==> src/rtl/acfr_pkg.sv <==
// Package for the ASCII frame checker and responder.
// Character codes, command selectors, reply payload kinds and helper functions.
// No dependencies.
package acfr_pkg;

    localparam int MAX_FRAME   = 64;
    localparam int STORE_DEPTH = 22;
    localparam int HDR_LEN     = 10;
    localparam int MIN_FRAME   = 12;

    localparam logic [7:0] CH_CR   = 8'h0D;
    localparam logic [7:0] CH_LF   = 8'h0A;
    localparam logic [7:0] CH_ZERO = 8'h30;
    localparam logic [7:0] CH_D    = 8'h44;

    // second character of the command field; the third is always CMD_TAIL
    localparam logic [7:0] CMD_TAIL    = 8'h31;
    localparam logic [7:0] CMD_SEL_D01 = 8'h30;
    localparam logic [7:0] CMD_SEL_D11 = 8'h31;
    localparam logic [7:0] CMD_SEL_D21 = 8'h32;
    localparam logic [7:0] CMD_SEL_D31 = 8'h33;
    localparam logic [7:0] CMD_SEL_D41 = 8'h34;
    localparam logic [7:0] CMD_SEL_D51 = 8'h35;
    localparam logic [7:0] CMD_SEL_D61 = 8'h36;
    localparam logic [7:0] CMD_SEL_D71 = 8'h37;
    localparam logic [7:0] CMD_SEL_D81 = 8'h38;

    typedef enum logic [1:0] {
        PL_DATA01,
        PL_DATA81,
        PL_OK,
        PL_NO
    } t_payload;

    function automatic logic [7:0] hex_char(input logic [3:0] nib);
        return (nib <= 4'd9) ? {4'h0, nib} + 8'h30 : {4'h0, nib} + 8'h37;
    endfunction

    // '0'..'9', 'A'..'Z', 'a'..'z'; anything else is zero
    function automatic logic [5:0] digit_val(input logic [7:0] c);
        logic [7:0] v;
        v = 8'h00;
        if (c >= 8'd48 && c <= 8'd57) begin
            v = c - 8'd48;
        end else if (c >= 8'd65 && c <= 8'd90) begin
            v = c - 8'd55;
        end else if (c >= 8'd97 && c <= 8'd122) begin
            v = c - 8'd87;
        end
        return v[5:0];
    endfunction

    function automatic logic [7:0] payload_byte(input t_payload kind, input logic [2:0] idx);
        logic [7:0] c;
        c = 8'h00;
        unique case (kind)
            PL_DATA01, PL_DATA81: begin
                unique case (idx)
                    3'd0, 3'd1, 3'd2: c = 8'h30;
                    3'd3:             c = 8'h33;
                    3'd4:             c = 8'h41;
                    default:          c = (kind == PL_DATA01) ? 8'h42 : 8'h33;
                endcase
            end
            PL_OK: c = (idx == 3'd0) ? 8'h4F : 8'h4B;
            PL_NO: c = (idx == 3'd0) ? 8'h4E : 8'h4F;
        endcase
        return c;
    endfunction

endpackage

==> src/rtl/acfr_ram.sv <==
// Generic simple dual-port RAM: one write port, one read port, registered read.
// No dependencies.
module acfr_ram #(
    parameter int WIDTH = 8,
    parameter int DEPTH = 22
) (
    input  logic                     i_clk,
    input  logic                     i_wr_en,
    input  logic [$clog2(DEPTH)-1:0] i_wr_addr,
    input  logic [WIDTH-1:0]         i_wr_data,
    input  logic [$clog2(DEPTH)-1:0] i_rd_addr,
    output logic [WIDTH-1:0]         o_rd_data
);

    logic [WIDTH-1:0] r_mem [DEPTH];
    logic [WIDTH-1:0] r_rd_data;

    always_ff @(posedge i_clk) begin
        if (i_wr_en) begin
            r_mem[i_wr_addr] <= i_wr_data;
        end
        r_rd_data <= r_mem[i_rd_addr];
    end

    assign o_rd_data = r_rd_data;

endmodule

==> src/rtl/ascii_frame_checker_responder_unit.sv <==
// Top level of the ASCII frame checker and responder.
// Uses acfr_pkg and one acfr_ram instance for the frame store.
//
// Receive channel (i_rx_valid / o_rx_ready / i_rx_byte): one byte per
// transfer, one a cycle while a frame is collected. Line feeds are dropped;
// a carriage return closes the frame.
// Reply channel (o_reply_valid / i_reply_ready / o_reply_byte,
// o_reply_last): 16 or 20 bytes for an accepted frame, o_reply_last on the LF.
// A CR that passes length and checksum drops o_rx_ready while bytes 4 to
// 21 are scanned (one RAM read a cycle) and the command decided. The reply
// follows: each header byte waits for its RAM read, each payload and
// trailer byte loads as soon as the output slot is free, and o_rx_ready
// returns once the LF is loaded, later if the receiver stalls. A frame
// failing length or checksum leaves o_rx_ready high; one failing the ID or
// command check releases the receive side after the scan and decide states.
// The final reply byte sits in the output register while the next frame
// is already being received.
// Reset: frame state cleared, device ID set to "000", output empty. The
// frame store is not swept; a fill count masks entries not yet written.
module ascii_frame_checker_responder_unit #(
    parameter int MAX_FRAME = acfr_pkg::MAX_FRAME
) (
    input  logic       i_clk,
    input  logic       i_rst_n,
    input  logic       i_rx_valid,
    output logic       o_rx_ready,
    input  logic [7:0] i_rx_byte,
    output logic       o_reply_valid,
    input  logic       i_reply_ready,
    output logic [7:0] o_reply_byte,
    output logic       o_reply_last
);

    localparam int ADDR_W = $clog2(acfr_pkg::STORE_DEPTH);

    typedef enum logic [1:0] {
        S_RX,
        S_SCAN,
        S_DECIDE,
        S_SEND
    } t_state;

    t_state r_state;

    // receive-side frame state
    logic [6:0] r_len;
    logic [7:0] r_rsum;
    logic [7:0] r_lag0, r_lag1;
    logic       r_ovf;
    logic [7:0] r_dev_id [3];

    // scan state
    logic [ADDR_W-1:0] r_idx;
    logic [ADDR_W-1:0] r_pidx;
    logic              r_pvalid;
    logic [7:0]        r_cmd [3];
    logic [7:0]        r_new_id [3];
    logic              r_id_ok;
    logic [19:0]       r_acc;
    logic [2:0]        r_nz, r_nf;

    // reply state
    acfr_pkg::t_payload r_kind;
    logic [2:0]         r_plen;
    logic [4:0]         r_pos;
    logic               r_fetched;
    logic [7:0]         r_csum;

    logic       r_out_valid;
    logic [7:0] r_out_byte;
    logic       r_out_last;

    // RAM
    logic              ram_wr_en;
    logic [ADDR_W-1:0] ram_rd_addr;
    logic [7:0]        ram_rd_data;

    logic rx_take;
    logic is_lf, is_cr, ck_ok, frame_ok;

    assign rx_take = i_rx_valid && (r_state == S_RX);
    assign is_lf   = (i_rx_byte == acfr_pkg::CH_LF);
    assign is_cr   = (i_rx_byte == acfr_pkg::CH_CR);
    assign ck_ok   = (acfr_pkg::hex_char(r_rsum[7:4]) == r_lag0) &&
                     (acfr_pkg::hex_char(r_rsum[3:0]) == r_lag1);
    assign frame_ok = !r_ovf && (r_len >= 7'(acfr_pkg::MIN_FRAME)) && ck_ok;

    assign ram_wr_en = rx_take && !is_lf && !is_cr && !r_ovf &&
                       (r_len < 7'(MAX_FRAME)) &&
                       (r_len < 7'(acfr_pkg::STORE_DEPTH));

    always_comb begin
        ram_rd_addr = '0;
        if (r_state == S_SEND) begin
            if (r_pos < 5'(acfr_pkg::HDR_LEN)) begin
                ram_rd_addr = ADDR_W'(r_pos);
            end
        end else if ({2'b00, r_idx} < 7'(acfr_pkg::STORE_DEPTH)) begin
            ram_rd_addr = r_idx;
        end
    end

    acfr_ram #(
        .WIDTH (8),
        .DEPTH (acfr_pkg::STORE_DEPTH)
    ) u_frame_store (
        .i_clk     (i_clk),
        .i_wr_en   (ram_wr_en),
        .i_wr_addr (r_len[ADDR_W-1:0]),
        .i_wr_data (i_rx_byte),
        .i_rd_addr (ram_rd_addr),
        .o_rd_data (ram_rd_data)
    );

    // scan datapath: bytes past the frame end read as zero
    logic [7:0]  scan_byte;
    logic [5:0]  scan_digit;
    logic [19:0] n_acc;
    logic [1:0]  grp;
    logic [1:0]  id_sel;

    always_comb begin
        scan_byte  = ({2'b00, r_pidx} < r_len) ? ram_rd_data : 8'h00;
        scan_digit = acfr_pkg::digit_val(scan_byte);
        if (r_pidx[1:0] == 2'b10) begin
            n_acc = {14'h0, scan_digit};
        end else if (r_pidx < ADDR_W'(14)) begin
            n_acc = {r_acc[15:0], 4'h0} | {14'h0, scan_digit};
        end else begin
            n_acc = {r_acc[15:0], 4'h0} + {14'h0, scan_digit};
        end
        if (r_pidx < ADDR_W'(14)) begin
            grp = 2'd0;
        end else if (r_pidx < ADDR_W'(18)) begin
            grp = 2'd1;
        end else begin
            grp = 2'd2;
        end
        id_sel = 2'(r_pidx - ADDR_W'(7));
    end

    // command decode
    logic               cmd_known, cmd_set_id;
    acfr_pkg::t_payload cmd_kind;
    logic [2:0]         cmd_plen;

    always_comb begin
        cmd_known  = (r_cmd[0] == acfr_pkg::CH_D) && (r_cmd[2] == acfr_pkg::CMD_TAIL);
        cmd_set_id = 1'b0;
        cmd_kind   = acfr_pkg::PL_OK;
        cmd_plen   = 3'd2;
        unique case (r_cmd[1])
            acfr_pkg::CMD_SEL_D01: begin
                cmd_kind = acfr_pkg::PL_DATA01;
                cmd_plen = 3'd6;
            end
            acfr_pkg::CMD_SEL_D81: begin
                cmd_kind = acfr_pkg::PL_DATA81;
                cmd_plen = 3'd6;
            end
            acfr_pkg::CMD_SEL_D11, acfr_pkg::CMD_SEL_D21, acfr_pkg::CMD_SEL_D41,
            acfr_pkg::CMD_SEL_D51, acfr_pkg::CMD_SEL_D61: begin
                cmd_kind = acfr_pkg::PL_OK;
            end
            acfr_pkg::CMD_SEL_D31: begin
                cmd_set_id = cmd_known;
            end
            acfr_pkg::CMD_SEL_D71: begin
                cmd_kind = ((&r_nz) || (&r_nf)) ? acfr_pkg::PL_OK : acfr_pkg::PL_NO;
            end
            default: cmd_known = 1'b0;
        endcase
    end

    // reply byte generator
    logic       slot_free;
    logic       out_load;
    logic [4:0] off, tail;
    logic [7:0] gen_byte;
    logic       gen_sum, gen_last;

    assign slot_free = !r_out_valid || i_reply_ready;
    assign out_load  = (r_state == S_SEND) && slot_free &&
                       !((r_pos < 5'(acfr_pkg::HDR_LEN)) && !r_fetched);

    always_comb begin
        off      = r_pos - 5'(acfr_pkg::HDR_LEN);
        tail     = off - {2'b00, r_plen};
        gen_sum  = 1'b1;
        gen_last = 1'b0;
        if (r_pos < 5'(acfr_pkg::HDR_LEN)) begin
            gen_byte = ram_rd_data;
        end else if (off < {2'b00, r_plen}) begin
            gen_byte = acfr_pkg::payload_byte(r_kind, off[2:0]);
        end else begin
            gen_sum = 1'b0;
            unique case (tail[1:0])
                2'd0: gen_byte = acfr_pkg::hex_char(r_csum[7:4]);
                2'd1: gen_byte = acfr_pkg::hex_char(r_csum[3:0]);
                2'd2: gen_byte = acfr_pkg::CH_CR;
                2'd3: begin
                    gen_byte = acfr_pkg::CH_LF;
                    gen_last = 1'b1;
                end
            endcase
        end
    end

    always_ff @(posedge i_clk) begin
        if (!i_rst_n) begin
            r_state     <= S_RX;
            r_len       <= '0;
            r_rsum      <= '0;
            r_lag0      <= '0;
            r_lag1      <= '0;
            r_ovf       <= 1'b0;
            r_dev_id[0] <= acfr_pkg::CH_ZERO;
            r_dev_id[1] <= acfr_pkg::CH_ZERO;
            r_dev_id[2] <= acfr_pkg::CH_ZERO;
            r_idx       <= '0;
            r_pidx      <= '0;
            r_pvalid    <= 1'b0;
            r_kind      <= acfr_pkg::PL_OK;
            r_plen      <= 3'd2;
            r_pos       <= '0;
            r_fetched   <= 1'b0;
            r_csum      <= '0;
            r_out_valid <= 1'b0;
        end else begin
            r_out_valid <= out_load || (r_out_valid && !i_reply_ready);
            unique case (r_state)
                S_RX: begin
                    if (rx_take && !is_lf) begin
                        if (is_cr) begin
                            if (frame_ok) begin
                                r_state  <= S_SCAN;
                                r_idx    <= ADDR_W'(4);
                                r_pvalid <= 1'b0;
                                r_id_ok  <= 1'b1;
                            end else begin
                                r_len  <= '0;
                                r_rsum <= '0;
                                r_lag0 <= '0;
                                r_lag1 <= '0;
                                r_ovf  <= 1'b0;
                            end
                        end else if (!r_ovf) begin
                            if (r_len >= 7'(MAX_FRAME)) begin
                                r_ovf <= 1'b1;
                            end else begin
                                if (r_len >= 7'd2) begin
                                    r_rsum <= r_rsum + r_lag0;
                                end
                                r_lag0 <= r_lag1;
                                r_lag1 <= i_rx_byte;
                                r_len  <= r_len + 7'd1;
                            end
                        end
                    end
                end
                S_SCAN: begin
                    r_idx    <= r_idx + ADDR_W'(1);
                    r_pidx   <= r_idx;
                    r_pvalid <= 1'b1;
                    if (r_pvalid) begin
                        if (r_pidx < ADDR_W'(7)) begin
                            r_cmd[2'(r_pidx - ADDR_W'(4))] <= scan_byte;
                        end else if (r_pidx < ADDR_W'(10)) begin
                            if (scan_byte != r_dev_id[id_sel]) begin
                                r_id_ok <= 1'b0;
                            end
                        end else begin
                            if (r_pidx < ADDR_W'(13)) begin
                                r_new_id[2'(r_pidx - ADDR_W'(10))] <= scan_byte;
                            end
                            r_acc <= n_acc;
                            if (r_pidx[1:0] == 2'b01) begin
                                r_nz[grp] <= (n_acc != 20'h0);
                                r_nf[grp] <= (n_acc != 20'h0FFFF);
                            end
                        end
                        if (r_pidx == ADDR_W'(acfr_pkg::STORE_DEPTH - 1)) begin
                            r_state <= S_DECIDE;
                        end
                    end
                end
                S_DECIDE: begin
                    r_len  <= '0;
                    r_rsum <= '0;
                    r_lag0 <= '0;
                    r_lag1 <= '0;
                    r_ovf  <= 1'b0;
                    if (cmd_known && r_id_ok) begin
                        r_state   <= S_SEND;
                        r_kind    <= cmd_kind;
                        r_plen    <= cmd_plen;
                        r_pos     <= '0;
                        r_fetched <= 1'b0;
                        r_csum    <= '0;
                        if (cmd_set_id) begin
                            r_dev_id[0] <= r_new_id[0];
                            r_dev_id[1] <= r_new_id[1];
                            r_dev_id[2] <= r_new_id[2];
                        end
                    end else begin
                        r_state <= S_RX;
                    end
                end
                S_SEND: begin
                    if ((r_pos < 5'(acfr_pkg::HDR_LEN)) && !r_fetched) begin
                        // header byte: wait for the RAM read
                        r_fetched <= 1'b1;
                    end else if (slot_free) begin
                        r_out_byte  <= gen_byte;
                        r_out_last  <= gen_last;
                        r_pos       <= r_pos + 5'd1;
                        r_fetched   <= 1'b0;
                        if (gen_sum) begin
                            r_csum <= r_csum + gen_byte;
                        end
                        if (gen_last) begin
                            r_state <= S_RX;
                        end
                    end
                end
            endcase
        end
    end

    assign o_rx_ready    = (r_state == S_RX);
    assign o_reply_valid = r_out_valid;
    assign o_reply_byte  = r_out_byte;
    assign o_reply_last  = r_out_last;

`ifndef SYNTHESIS
    a_last_is_lf: assert property (@(posedge i_clk) disable iff (!i_rst_n)
        (r_out_valid && r_out_last) |-> (r_out_byte == acfr_pkg::CH_LF))
        else $error("reply_last on a byte other than LF");

    a_len_bound: assert property (@(posedge i_clk) disable iff (!i_rst_n)
        r_len <= 7'(MAX_FRAME))
        else $error("frame length beyond limit");

    a_ovf_len: assert property (@(posedge i_clk) disable iff (!i_rst_n)
        r_ovf |-> (r_len == 7'(MAX_FRAME)))
        else $error("overflow mark without full length");

    a_send_pos: assert property (@(posedge i_clk) disable iff (!i_rst_n)
        (r_state == S_SEND) |-> (r_pos < 5'd20))
        else $error("reply position past end of reply");
`endif

endmodule

==> config.mk <==
export PLATFORM = sky130hd
export DESIGN_NAME = ascii_frame_checker_responder_unit
export DESIGN_NICKNAME = d
export VERILOG_FILES = /design/src/rtl/acfr_pkg.sv /design/src/rtl/acfr_ram.sv /design/src/rtl/ascii_frame_checker_responder_unit.sv
export SDC_FILE = /design/constraint.sdc
export NUM_CORES = 1
export LEC_CHECK = 0
export CELL_PAD_IN_SITES_DETAIL_PLACEMENT = 0
export CELL_PAD_IN_SITES_GLOBAL_PLACEMENT = 1
export CORE_MARGIN = 10
export CORE_UTILIZATION = 52
export CTS_CLUSTER_SIZE = 30
export DETAILED_ROUTE_END_ITERATION = 7
export DONT_BUFFER_PORTS = 1
export PLACE_DENSITY_LB_ADDON = 0.15
export SYNTH_ARGS = -nofsm -noshare
export SYNTH_HDL_FRONTEND = slang
export SYNTH_SLANG_ARGS = --single-unit
==> constraint.sdc <==
create_clock -name i_clk -period 7.1 [get_ports i_clk]
set_clock_uncertainty 0.1 [all_clocks]
set_input_delay 1.065 -clock i_clk [delete_from_list [all_inputs] [get_ports i_clk]]
set_output_delay 1.065 -clock i_clk [all_outputs]
set_load 0.05 [all_outputs]
==> metrics.txt <==
WHS Path Cells=2; io pins=23; mapped cell area=0.0165 sq mm; total gr overflow=0; core area=roughly 0.031 sq mm; share of cells above drive strength 1=0.0654; CTS clk-pin slew, worst paths=~60 ps; HP Class=flop to flop; status=completed; 1st-iter DRT viols=987; Vias/cell=between 6 and 7; most frequent cells in the layout=280 x edfxtp_1, 161 x nand2_1, 106 x nor2_1; Die H=slightly below 200 microns; Post-Route WL=between 40000 and 50000 microns; Syn Area/Cell=~11 sq um; clk buf depth=3; Clock power frac=0.464; vias in the first global route=about 11000; clock sink count=between 300 and 400; PwrDens=around 240 mW/mm^2; Fin Hold WS=about 400 ps; Placer Congestion=approximately 0.85; CTS tree=built; H-Tree Depth=2; via count=11600; commonest non-fill, non-tap cell in the layout=edfxtp_1; Cell Chain, Critical Path=inv_1 > ha_1 > a21o_1 > a31oi_1 > o211ai_1 > inv_1 > ha_1 > nor2_1 > a311oi_1 > o21ai_0 > nor2_1 > and3_1 > inv_1 > ha_1 > a21oi_1 > or4_1 > a21oi_2 > or3_1 > or3_1 > or4_1 > or4b_1; dominant synthesized flop cell=edfxtp_1; largest area contributor in the netlist=edfxtp_1; part of the power in registers=0.508; root buffer cell=clkbuf_16; Die Wd=between 150 and 200 microns; Tot GR Track Use=0.206; Fill cells=between 2000 and 3000; final core occ=0.579; first-pass GRT wire length=63100 microns; Max-cap violations=0; Sw Ratio=0.207; final antenna-violating net count=0; FP Rows=65; synth top area cells=edfxtp_1 51%, dfxtp_1 8.6%, ha_1 3.7%; Crit. path cell count=21; worst slew pin tran=~1200 ps; Final Cycle Share=0.934; fraction of registers with async set/reset=0; Worst Reg2Reg Path Length in Cells=21; Worst Path Max Fanout=9; Multi-input gate area=between 0.006 and 0.007 sq mm; worst-skew pair later-pin latency=roughly 530 ps; # port buffers=0; Wirelength per Cell=between 20 and 25 microns; Warnings, synthesis=0; Cell Int Power=3.53 mW; Synth top area share=0.508; initial antenna violation count=0; TNS Setup=0 ps; Detailed Place HPWL=26700 microns; Cell Count Post-Placement=1828; Pleak=6.11 nW; Worst Path Buf+Inv=3; Initial Util=0.525; Max Freq=0.151 GHz; unrepaired setup endpoints after global routing=no; largest net degree at the start of global routing=between 60 and 70; startpoint class of the critical path=flop; Crit Path Category=flop to flop; Slew Viols, Final=0; CP arrival=6770 ps; Layout Area Growth over Synthesis=10.1%; Slowest-stage cell, CP=or4b_1; FF+latch count, synth=351; # DRC=0; first drt pass iteration count=5; Tmin final=between 6000 and 7000 ps; headroom to the max-slew limit=0.217; die area=0.0393 sq mm; final setup vio count=0; Critical Path RT=roughly 7200 ps; Mapped Cells=1482; Post-Syn Nets=1546; sequential share of the synthesized area=0.594; Post-synth EDFFs=280; Num CTS Buffers=39; Peak VDD IR=0.227 mV; Reg area=approximately 0.0098 sq mm; Yosys cell types=slightly above 70; crit end category=flop; CP max stage delay=about 530 ps; Hold Fails Final Rpt=0; Psw=just over 0.9 mW; antenna diode count=0; nets@finish=1531; final std cells w/o fill=1900; Crit path max-delay family=simple AND/OR/NAND/NOR gates; power share of the combinational group=0.029
==> through the flow <==
stage / area, sq um / total power, mW / worst slack (ps)
finish: 18200 / 4.45 / 472
global route: 18200 / 4.58 / 36.9
CTS: 18200 / 4.49 / 496
detailed placement: 16900 / 2.43 / 531
global placement: 16900 / 2.43 / 732
floorplan: 16500 / 2.39 / 1070
==> power groups by stage <==
| stage | Clock, mW | Combinational [mW] | Sequential [mW] |
|---|---|---|---|
| floorplan | 0 | 0.0924 | 2.29 |
| global placement | 0 | 0.124 | 2.30 |
| detailed placement | 0 | 0.126 | 2.30 |
| CTS | 2.10 | 0.126 | 2.26 |
| global route | 2.18 | 0.140 | 2.26 |
| finish | 2.06 | 0.127 | 2.26 |
==> metal layers <==
metal | GRT usage | vias to the layer above | routed length, microns | share of wire
met5 | 0 | - | 0 | 0
met3 | 0.0285 | 58 | 1990 | 0.049
met4 | 0.0604 | 0 | 909 | 0.022
met1 | 0.281 | 5666 | 18200 | 0.45
met2 | 0.335 | 316 | 19400 | 0.48
li1 | - | 5523 | - | -
==> final timing paths <==
path                          startpoint                     end  slack [ps]
hold reg to reg   r_lag1[7]$_SDFFE_PN0P_  r_lag0[7]$_SDFFE_PN0P_         390
setup / recovery   r_len[2]$_SDFFE_PN0P_       r_nz[2]$_DFFE_PP_         470
hold / removal    r_lag1[7]$_SDFFE_PN0P_  r_lag0[7]$_SDFFE_PN0P_         390
setup reg to reg   r_len[2]$_SDFFE_PN0P_       r_nz[2]$_DFFE_PP_         470
==> area by class of cell <==
class / instances / share of cell area
tap: 402 / 0.0276
multi-input combinational: 1007 / 0.343
clock inverter: 23 / 0.0145
timing repair buffer: 16 / 0.00660
inverter: 52 / 0.0107
clock buffer: 49 / 0.0581
sequential: 351 / 0.540
==> tightest hold or removal path, cell delays in order (launching register included) <==
cell	delay, ps
dfxtp_1	320
nand4_1	70
a21oi_1	60
==> sequential cells by signal (all words and copies together), names as in the netlist, 7 cells and up <==
signal                   flops
o_reply_byte                 8
r_acc                       16
r_cmd                       24
r_csum                       8
r_dev_id                    24
r_lag0                       8
r_lag1                       8
r_len                        7
r_new_id                    24
r_rsum                       8
u_frame_store.o_rd_data      8
u_frame_store.r_mem        176
==> cells in the mapped netlist (9+ instances only) <==
| cell type | count |
|---|---|
| dfxtp_1 | 71 |
| o211ai_1 | 21 |
| nand2_1 | 162 |
| a211oi_1 | 22 |
| inv_1 | 51 |
| or3_1 | 22 |
| a31oi_1 | 21 |
| and2_1 | 35 |
| o21ai_0 | 76 |
| a21oi_1 | 105 |
| nor2b_1 | 18 |
| nor4b_1 | 9 |
| nor3_1 | 27 |
| nor2_1 | 107 |
| edfxtp_1 | 280 |
| buf_1 | 10 |
| nand2b_1 | 14 |
| nand4_1 | 37 |
| nand3_1 | 59 |
| and3_1 | 11 |
| clkbuf_1 | 56 |
| ha_1 | 49 |
| xnor2_1 | 27 |
| a311oi_1 | 10 |
| mux2i_1 | 38 |
==> cells by family after synthesis <==
kind of cell | Yosys count | synth area share
and+or+nand+nor | 539 | 0.161
buffers and inverters | 124 | 0.0294
adders and majority gates | 52 | 0.0407
muxes | 40 | 0.0244
DFF | 351 | 0.594
AOI/OAI and AO/OA | 345 | 0.134
xor gates and xnor gates | 31 | 0.0164
==> repair_timing <==
item / in CTS / in global routing
resized for setup: 0 / 1
endpoints found under the setup margin: 0 / 1
hold buffers: 0 / 0
buffers inserted: 0 / 0
Note: power is estimated with default switching activity, not from simulation.
